===== src/design/assert_macros.svh =====
`ifndef ASSERT_MACROS_SVH
`define ASSERT_MACROS_SVH

// Implication checked on every rising clk edge, off while rst_n is low.
`define ASSERT_CLK(label, prop, msg) \
    label: assert property (@(posedge clk) disable iff (!rst_n) (prop)) \
        else $error(msg);

// Same check with an explicit clock and reset.
`define ASSERT_CLK_RST(label, ck, rn, prop, msg) \
    label: assert property (@(posedge ck) disable iff (!rn) (prop)) \
        else $error(msg);

`endif


===== src/design/bsr_pkg.sv =====
`timescale 1ns / 1ps
`default_nettype none

package bsr_pkg;

    localparam int DATA_WIDTH    = 32;
    localparam int FRACTION_BITS = 16;
    localparam int ROOT_WIDTH    = 25;
    localparam int TARGET_WIDTH  = DATA_WIDTH + FRACTION_BITS;
    localparam int SQ_WIDTH      = 2 * DATA_WIDTH;
    localparam int CMP_WIDTH     = (SQ_WIDTH > TARGET_WIDTH) ? SQ_WIDTH : TARGET_WIDTH;

    localparam logic [DATA_WIDTH-1:0] FIX_ONE = DATA_WIDTH'(1) << FRACTION_BITS;

    typedef logic [DATA_WIDTH-1:0] data_t;
    typedef logic [ROOT_WIDTH-1:0] root_t;

    typedef struct packed {
        logic load;     // take a new radicand, set up the bounds
        logic square;   // register midpoint squared
        logic update;   // compare square with target, narrow the bounds
        logic capture;  // move the result into the output register
    } bsr_cmd_t;

    typedef struct packed {
        logic range_done;  // bounds are at most one LSB apart
        logic square_hit;  // registered square equals the target
    } bsr_status_t;

endpackage

`default_nettype wire


===== src/design/bsr_in_if.sv =====
`timescale 1ns / 1ps
`default_nettype none

interface bsr_in_if;
    import bsr_pkg::*;

    logic  valid;
    logic  ready;
    data_t radicand;

    modport source (output valid, output radicand, input ready);
    modport sink   (input valid, input radicand, output ready);
endinterface

`default_nettype wire


===== src/design/bsr_out_if.sv =====
`timescale 1ns / 1ps
`default_nettype none

interface bsr_out_if;
    import bsr_pkg::*;

    logic  valid;
    logic  ready;
    root_t root;
    logic  exact_hit;

    modport source (output valid, output root, output exact_hit, input ready);
    modport sink   (input valid, input root, input exact_hit, output ready);
endinterface

`default_nettype wire


===== src/design/bsr_datapath.sv =====
`timescale 1ns / 1ps
`default_nettype none
`include "assert_macros.svh"

module bsr_datapath (
    input  wire logic                clk,
    input  wire logic                rst_n,
    input  wire bsr_pkg::data_t      radicand,
    input  wire bsr_pkg::bsr_cmd_t   cmd,
    output bsr_pkg::bsr_status_t     status,
    output bsr_pkg::root_t           root,
    output logic                     exact_hit
);
    import bsr_pkg::*;

    data_t                   lo_reg;
    data_t                   lo_next;
    data_t                   wid_reg;
    data_t                   wid_next;
    data_t                   mid_reg;
    data_t                   mid_next;
    logic [TARGET_WIDTH-1:0] target_reg;
    logic [SQ_WIDTH-1:0]     sq_reg;
    logic                    hit_reg;
    root_t                   root_reg;
    logic                    exact_reg;

    data_t                   hi_start;
    data_t                   half;
    data_t                   wid_below;
    logic [CMP_WIDTH-1:0]    sq_ext;
    logic [CMP_WIDTH-1:0]    target_ext;
    logic                    sq_equal;
    logic                    sq_below;

    always_comb
    begin
        hi_start   = (radicand < FIX_ONE) ? FIX_ONE : radicand;
        half       = wid_reg >> 1;
        wid_below  = wid_reg - half;
        sq_ext     = CMP_WIDTH'(sq_reg);
        target_ext = CMP_WIDTH'(target_reg);
        sq_equal   = (sq_ext == target_ext);
        sq_below   = (sq_ext < target_ext);

        // Both successor midpoints come from registered values; the compare only selects.
        if (sq_below)
        begin
            lo_next  = mid_reg;
            wid_next = wid_below;
            mid_next = mid_reg + (wid_below >> 1);
        end
        else
        begin
            lo_next  = lo_reg;
            wid_next = half;
            mid_next = lo_reg + (half >> 1);
        end
    end

    always_ff @(posedge clk)
    begin
        if (cmd.load)
        begin
            lo_reg     <= '0;
            wid_reg    <= hi_start;
            mid_reg    <= hi_start >> 1;
            target_reg <= TARGET_WIDTH'(radicand) << FRACTION_BITS;
            hit_reg    <= 1'b0;
        end
        else if (cmd.update)
        begin
            if (sq_equal)
            begin
                hit_reg <= 1'b1;
            end
            else
            begin
                lo_reg  <= lo_next;
                wid_reg <= wid_next;
                mid_reg <= mid_next;
            end
        end

        if (cmd.square)
        begin
            sq_reg <= SQ_WIDTH'(mid_reg) * SQ_WIDTH'(mid_reg);
        end

        if (cmd.capture)
        begin
            root_reg  <= hit_reg ? ROOT_WIDTH'(mid_reg) : ROOT_WIDTH'(lo_reg);
            exact_reg <= hit_reg;
        end
    end

    assign status.range_done = (wid_reg <= DATA_WIDTH'(1));
    assign status.square_hit = sq_equal;
    assign root              = root_reg;
    assign exact_hit         = exact_reg;

    `ASSERT_CLK(a_width_shrinks, (cmd.update && !sq_equal) |=> (wid_reg < $past(wid_reg)),
        "bisection width did not shrink")
    `ASSERT_CLK(a_exact_root, (cmd.capture && hit_reg) |=> (root_reg == ROOT_WIDTH'($past(mid_reg))),
        "exact result is not the midpoint")

endmodule

`default_nettype wire


===== src/design/bsr_ctrl.sv =====
`timescale 1ns / 1ps
`default_nettype none
`include "assert_macros.svh"

module bsr_ctrl (
    input  wire logic                  clk,
    input  wire logic                  rst_n,
    input  wire logic                  in_valid,
    output logic                       in_ready,
    output logic                       out_valid,
    input  wire logic                  out_ready,
    input  wire bsr_pkg::bsr_status_t  status,
    output bsr_pkg::bsr_cmd_t          cmd
);
    import bsr_pkg::*;

    localparam logic [1:0] ST_IDLE    = 2'd0;
    localparam logic [1:0] ST_SQUARE  = 2'd1;
    localparam logic [1:0] ST_COMPARE = 2'd2;
    localparam logic [1:0] ST_WRITE   = 2'd3;

    logic [1:0] state_reg;
    logic [1:0] state_next;
    logic       out_valid_reg;
    logic       out_valid_next;
    logic       slot_free;

    assign slot_free = !out_valid_reg || out_ready;

    always_comb
    begin
        state_next     = state_reg;
        cmd            = '0;
        out_valid_next = out_valid_reg && !out_ready;
        unique case (state_reg)
            ST_IDLE:
            begin
                if (in_valid)
                begin
                    cmd.load   = 1'b1;
                    state_next = ST_SQUARE;
                end
            end
            ST_SQUARE:
            begin
                if (status.range_done)
                begin
                    state_next = ST_WRITE;
                end
                else
                begin
                    cmd.square = 1'b1;
                    state_next = ST_COMPARE;
                end
            end
            ST_COMPARE:
            begin
                cmd.update = 1'b1;
                state_next = status.square_hit ? ST_WRITE : ST_SQUARE;
            end
            ST_WRITE:
            begin
                // hold the result until the output register can take it
                if (slot_free)
                begin
                    cmd.capture    = 1'b1;
                    out_valid_next = 1'b1;
                    state_next     = ST_IDLE;
                end
            end
            default:
            begin
                state_next = ST_IDLE;
            end
        endcase
    end

    always_ff @(posedge clk or negedge rst_n)
    begin
        if (!rst_n)
        begin
            state_reg     <= ST_IDLE;
            out_valid_reg <= 1'b0;
        end
        else
        begin
            state_reg     <= state_next;
            out_valid_reg <= out_valid_next;
        end
    end

    assign in_ready  = (state_reg == ST_IDLE);
    assign out_valid = out_valid_reg;

    `ASSERT_CLK(a_capture_free, cmd.capture |-> slot_free,
        "result captured over an untaken transaction")
    `ASSERT_CLK(a_capture_valid, cmd.capture |=> out_valid_reg,
        "captured result not presented")

endmodule

`default_nettype wire


===== src/design/bisection_square_root_unit.sv =====
`timescale 1ns / 1ps
`default_nettype none

// Port      Dir   Fields                       Transaction
// operand   sink  radicand[31:0] (Q16.16)      valid && ready
// result    src   root[24:0] (Q9.16), exact    valid && ready
//
// A load, then bisection rounds (square the midpoint, then compare and narrow),
// a check that sees the bounds touch, then a move into the output reg, held while
// the output reg still holds an untaken result. At most 32 rounds; an exact hit ends early.
// The 32x32 squaring multiplier is used once per round.
// rst_n clears the controller and the output valid; the datapath has no reset.
// A new operand is taken while the previous result still waits in the output register.

module bisection_square_root_unit (
    input wire logic  clk,
    input wire logic  rst_n,
    bsr_in_if.sink    operand,
    bsr_out_if.source result
);
    import bsr_pkg::*;

    bsr_cmd_t    cmd;
    bsr_status_t status;

    bsr_datapath u_datapath (
        .clk       (clk),
        .rst_n     (rst_n),
        .radicand  (operand.radicand),
        .cmd       (cmd),
        .status    (status),
        .root      (result.root),
        .exact_hit (result.exact_hit)
    );

    bsr_ctrl u_ctrl (
        .clk       (clk),
        .rst_n     (rst_n),
        .in_valid  (operand.valid),
        .in_ready  (operand.ready),
        .out_valid (result.valid),
        .out_ready (result.ready),
        .status    (status),
        .cmd       (cmd)
    );

endmodule

`default_nettype wire


===== src/flat_wrapper.sv =====
// flat-port wrapper written by rule: the top's interface ports become plain ports
module bisection_square_root_unit_flat import bsr_pkg::*;
  (clk, rst_n, operand_valid, operand_radicand, operand_ready, result_valid, result_root, result_exact_hit, result_ready);
  bsr_in_if operand_i ();
  bsr_out_if result_i ();
  input wire logic clk;
  input wire logic rst_n;
  input wire logic [$bits(operand_i.valid)-1:0] operand_valid;
  input wire logic [$bits(operand_i.radicand)-1:0] operand_radicand;
  output wire logic [$bits(operand_i.ready)-1:0] operand_ready;
  output wire logic [$bits(result_i.valid)-1:0] result_valid;
  output wire logic [$bits(result_i.root)-1:0] result_root;
  output wire logic [$bits(result_i.exact_hit)-1:0] result_exact_hit;
  input wire logic [$bits(result_i.ready)-1:0] result_ready;
  assign operand_i.valid = operand_valid;
  assign operand_i.radicand = operand_radicand;
  assign operand_ready = operand_i.ready;
  assign result_valid = result_i.valid;
  assign result_root = result_i.root;
  assign result_exact_hit = result_i.exact_hit;
  assign result_i.ready = result_ready;
  bisection_square_root_unit u_core (.clk(clk), .rst_n(rst_n), .operand(operand_i), .result(result_i));
endmodule

===== config.mk =====
export PLATFORM = sky130hd
export DESIGN_NAME = bisection_square_root_unit_flat
export DESIGN_NICKNAME = d
export VERILOG_FILES = /design/src/design/bsr_pkg.sv /design/src/design/bsr_in_if.sv /design/src/design/bsr_out_if.sv /design/src/design/bsr_datapath.sv /design/src/design/bsr_ctrl.sv /design/src/design/bisection_square_root_unit.sv /design/src/flat_wrapper.sv
export VERILOG_INCLUDE_DIRS = /design/src /design/src/design
export SDC_FILE = /design/constraint.sdc
export NUM_CORES = 2
export LEC_CHECK = 0
export BUFFER_PORTS_ARGS = -buffer_cell sky130_fd_sc_hd__buf_2
export CAP_MARGIN = 40
export CORE_MARGIN = 4
export CORE_UTILIZATION = 45
export DETAILED_ROUTE_END_ITERATION = 6
export GPL_TIMING_DRIVEN = 0
export PLACE_DENSITY = 0.65
export SETUP_SLACK_MARGIN = 0.3
export SKIP_LAST_GASP = 1
export SYNTH_ARGS = -nofsm -noshare
export SYNTH_HDL_FRONTEND = slang
export SYNTH_SLANG_ARGS = --single-unit
export TNS_END_PERCENT = 1

===== constraint.sdc =====
create_clock -name clk -period 13.45 [get_ports clk]
set_input_delay 1.345 -clock clk [delete_from_list [all_inputs] [get_ports clk]]
set_output_delay 1.345 -clock clk [all_outputs]
set_load 0.02 [all_outputs]

# Word level (Yosys, flattened, before mapping)
# Index checks and enable logic that the tools add are counted.
[totals]
reg_bits = 222
inputBits = 36
output_inout_bits = 28
word_cells = 61
[op_classes]
add_sub_neg = 3
multipliers = 1
magnitude_cmp = 3
eq_ne = 7
n_mux = 24
bitwise = 1
reduce_logical = 11
[ops]
columns = ["cell", "n"]
rows = [
  ["32-bit two-way mux", 6],
  ["31-bit two-way mux", 3],
  ["64-bit by 48-bit == test with 1-bit output", 1],
  ["64-bit by 48-bit < comparator with 1-bit output", 1],
  ["32-bit by 32-bit multiplier with 64-bit output", 1],
  ["32-bit by 30-bit adder with 32-bit output", 1],
  ["32-bit by 31-bit adder with 32-bit output", 1],
  ["32-bit by 1-bit less-or-equal comparator with 1-bit output (second input constant)", 1],
  ["32-bit by 17-bit < comparator with 1-bit output (second input constant)", 1],
  ["32-bit by 31-bit subtractor with 32-bit output", 1],
  ["25-bit two-way mux", 1],
  ["1-bit two-way mux", 10],
  ["2-bit one-hot mux with 4 select lines", 1],
  ["2-bit AND reduction", 4],
  ["2-bit two-way mux", 3],
  ["2-bit == test (second input constant)", 2],
  ["2-bit inequality test (second input constant)", 2],
  ["3-bit AND reduction", 1],
  ["2-bit by 1-bit == test with 1-bit output (second input constant)", 1],
  ["1-bit zero test", 2],
  ["2-bit zero test", 1],
  ["2-bit by 1-bit inequality test with 1-bit output (second input constant)", 1],
  ["2-bit nonzero test", 1],
  ["1-bit logical AND", 1],
  ["other kinds (2)", 2],
]

# Longest topological paths before layout
[logic_depth]
depth_word = 6
depth_mapped = 30
ltp_nobuf = 28

# Hierarchy
# Synthesis repeated with hierarchy kept, for this count alone.
[unflattened]
cells_unflattened = 4681
area_unflattened_um2 = 44096.0
[modules_own_cells]
columns = ["module", "instances", "cells_per_inst", "area_each_um2", "seq_area_each_um2"]
rows = [
  ["bsr_datapath", 1, 4665, 43927.1, 6206.0],
  ["bsr_ctrl", 1, 16, 168.9, 75.1],
]

# Worst setup path before layout
# OpenSTA, ideal clock, no wires.
[synth_timing]
path_type = "flip-flop to flip-flop"
start = "register u_core.u_datapath.mid_reg[8]"
end = "register u_core.u_datapath.sq_reg[61], in the netlist u_core.u_datapath.sq_ext[61] (data pin)"
setup_ns = 0.260
arrival_time_ns = 7.200
required_time_ns = 13.190
slack_ns = 5.990
stages_incl_launch_ff = 28
n_path_buf = 3
period_less_slack_ns = 7.460
cell_sequence = "edfxtp_1 -> clkbuf_1 -> clkbuf_1 -> nand2_1 -> inv_1 -> fa_1 -> fa_1 -> fa_1 -> inv_1 -> fa_1 -> inv_1 -> fa_1 -> fa_1 -> fa_1 -> inv_1 -> fa_1 -> inv_1 -> ha_1 -> buf_2 -> nand4_1 -> or2_1 -> nor4b_1 -> o211ai_1 -> a21oi_1 -> o21ai_1 -> o41ai_2 -> a221oi_2 -> xnor2_1"
[synth_between]
elab_chain_cells = 1
[synth_lines]
columns = ["element", "line_no", "rtl"]
rows = [
  ["start: declaration", "bsr_datapath.sv:20", "data_t mid_reg;"],
  ["start signal: assignment", "bsr_datapath.sv:67", "mid_reg <= hi_start >> 1;"],
  ["start signal: assignment", "bsr_datapath.sv:81", "mid_reg <= mid_next;"],
  ["32-bit by 32-bit multiplier with 64-bit output", "bsr_datapath.sv:87", "sq_reg <= SQ_WIDTH'(mid_reg) * SQ_WIDTH'(mid_reg);"],
  ["end signal: assignment", "bsr_datapath.sv:87", ""],
  ["end: declaration", "bsr_datapath.sv:23", "logic [SQ_WIDTH-1:0] sq_reg;"],
]
# No other way between the ends.
# A chain may end at the register's enable or synchronous reset.

# Final worst setup path
[layout_timing]
start = "register u_core.u_datapath.mid_reg[9]"
end = "register u_core.u_datapath.sq_reg[61], in the netlist u_core.u_datapath.sq_ext[61] (data pin)"
# The elaborated chain is that of the path after synthesis.

==> qor.txt <==
status -> finished clean
YS warnings -> 0
total number of vias -> 33600
DRC viols -> 0
Worst Hold Path Cells -> 2
Avg Cell Area, Syn -> 9.44 µm²
R2R setup slack -> 3.33 ns
TNS Setup -> 0 ns
initial antenna violation count -> 12
Rel. slew slack -> 33.4%
R2R cell count -> 28
Slew @ Worst Pin -> 0.999 ns
crit path kind -> flop to flop
largest net degree at the start of global routing -> 48
drt pass-1 iters -> 7
Yosys reg bits -> 221
final slew viol count -> 0
Max stage delay on crit path -> 0.70 ns
final wirelength -> 142000 µm
CTS Buf Count -> 22
Syn Nets -> 5911
hold buffer count at cts -> 0
CTS tree -> built
Worst Path Max Fanout -> 10
postcts setup bufs -> 0
vias per cell -> 5.53
Root Buffer -> clkbuf_16
Endpoint, Worst Hold -> u_core.u_datapath.lo_reg[25]
hold crit path type -> flop to flop
CP max-delay cell -> clkbuf_1
Syn-to-layout area delta -> 7.99%
Final setup viols -> 0
Reg clk slew, reported paths -> 0.07 ns
post-CTS sizing -> 0
synthesized area -> 43800 µm²
layout cell share with drive strength beyond 1 -> 4.90%
Synth cell types -> 75
CP Data Arrival Time -> 10.40 ns
RSZ-0062 raised after global routing -> false
Max-Cap Viols -> 0
Fmax -> 0.0988 GHz
worst reg2reg startpoint -> u_core.u_datapath.mid_reg[9]
crit path time final -> 10.12 ns
gr ovfl total -> 0
Die Y -> 320 µm
Rows -> 114
Avg WL per Cell -> 23.3 µm
Tot GR Track Use -> 28.0%
Worst-Skew Late Latency -> 0.55 ns
filler cell count -> 9217
IO Pins -> 64
Hold Violations, Final -> 0
skew final -> 0.0248 ns
max FFs per register -> 63
Initial Utilization -> 45.3%
Horiz. Die Dim -> 320 µm
Iter 0 DRT Violations -> 3132
Tcrit/Tclk final -> 75.2%
GPL Wtd Cong -> 0.986
crit start category -> flop
Final ANT Viol Nets -> 0
ys flop type -> edfxtp_1
Crit path top cell by count -> fa_1
Die ar. -> 102000 µm²
Worst Path Required -> 13.74 ns
number of port buffers -> 63
asr flop ratio synth -> 1.36%
Post-synth EDFFs -> 184
H-tree levels -> 1
Syn Inst Count -> 4636
reg2reg end -> u_core.u_datapath.sq_ext[61]
Max Root-Sink Buffers -> 3
Crit. End Element -> flop
Core Footprint -> 96600 µm²
HPWL after DPL -> 122000 µm
first-pass GRT wire length -> 216000 µm
vias in the first global route -> 34900
Nets -> 6056
Hold Crit Start -> u_core.u_datapath.lo_reg[25]
sequential area share after synthesis -> 14.4%
CTS Sinks -> 221
placed cells by master, fill, tap and decap left out, types with 18 or more instances in the layout:
master / instances
inv_1: 1083
nor2b_1: 36
xor2_1: 82
o21a_1: 19
nand4_1: 35
clkbuf_16: 22
edfxtp_1: 184
nand3_1: 44
a21o_1: 74
fa_1: 795
and2_1: 251
a31oi_1: 20
xnor2_1: 98
mux2i_1: 32
o21bai_1: 36
dfxtp_1: 34
o211ai_1: 18
buf_8: 30
o21ai_0: 121
a211oi_1: 24
mux2_2: 25
buf_2: 71
nor2_1: 148
nand2_1: 411
ha_1: 444
buf_6: 22
a21oi_1: 237
clkbuf_1: 162
cell families after synthesis:
| kind of cell | after synthesis | share of synthesized area [%] |
|---|---|---|
| buf+inv | 1261 | 10.9 |
| fa+ha+maj | 1239 | 49.1 |
| simple gates | 1030 | 11.5 |
| compound gates | 648 | 9.25 |
| flops | 221 | 14.4 |
| xor+xnor | 180 | 3.60 |
| mux | 57 | 1.38 |
final cells by class:
class	instances	area, µm²	area share (%)
antenna	4	10.0	0.0212
tap	1276	1600	3.38
multi-input combinational	3154	32700	69.3
buffer	178	697	1.47
sequential	221	6280	13.3
clock inverter	10	119	0.252
clock buffer	30	611	1.29
inverter	1083	4070	8.60
timing repair buffer	121	1130	2.40
synth_stat cells (32+ instances only):
master / instances / area (µm²)
nor2b_1: 36 / 225
mux2i_1: 32 / 320
fa_1: 795 / 15900
a21oi_1: 238 / 1190
o21bai_1: 36 / 270
edfxtp_1: 184 / 5530
and2_1: 251 / 1570
nand4_1: 35 / 219
nor2_1: 149 / 559
nand2_1: 412 / 1550
xor2_1: 82 / 718
ha_1: 444 / 5560
a21o_1: 74 / 556
clkbuf_1: 158 / 593
xnor2_1: 98 / 858
nand3_1: 44 / 220
dfxtp_1: 34 / 681
o21ai_0: 121 / 606
inv_1: 1083 / 4070
worst max path at each step:
stage	startpoint	to	slack (ns)	cells past startpoint
6_report	u_core.u_datapath.mid_reg[9]	u_core.u_datapath.sq_ext[61]	3.33	28
3_5_place_dp	u_core.u_datapath.mid_reg[23]	u_core.u_datapath.sq_ext[61]	3.57	25
2_1_floorplan	u_core.u_datapath.mid_reg[8]	u_core.u_datapath.sq_ext[61]	5.99	27
5_1_grt	u_core.u_datapath.mid_reg[9]	u_core.u_datapath.sq_ext[61]	2.99	28
3_3_place_gp	u_core.u_datapath.mid_reg[23]	u_core.u_datapath.sq_ext[61]	3.21	27
4_1_cts	u_core.u_datapath.mid_reg[23]	u_core.u_datapath.sq_ext[61]	3.53	25
worst max-delay path, delay by kind of cell, from the launching register on:
kind	cells	cell delay, ns
adder cells (fa/ha/maj)	9	4.18
buffers and inverters	9	2.13
AO/OA/AOI/OAI	5	1.60
AND/OR/NAND/NOR	4	1.15
flip-flops	1	0.61
XOR/XNOR	1	0.15
metal layers:
| layer | track usage, % | share of wire (%) | up-vias |
|---|---|---|---|
| li1 | - | - | 14800 |
| met4 | 11.1 | 5.3 | 2 |
| met2 | 43.5 | 44 | 1639 |
| met1 | 39.2 | 41 | 16800 |
| met5 | 0 | 0.0092 | - |
| met3 | 4.81 | 9.5 | 342 |
metrics by stage:
stage	std cells	util (%)	hold slack, ns	setup slack [ns]	area [µm²]
2_1_floorplan	4636	-	0.406	5.99	43800
3_3_place_gp	5975	47.3	0.449	3.21	45700
3_5_place_dp	6032	48.2	0.452	3.57	46500
4_1_cts	6072	48.9	0.460	3.53	47200
5_1_grt	6073	48.9	0.483	2.99	47200
6_report	6077	48.9	0.463	3.33	47300
Power is left out: the tool's default activity adds up to more than one toggle a clock period on the data nets, which glitch-free logic cannot reach.
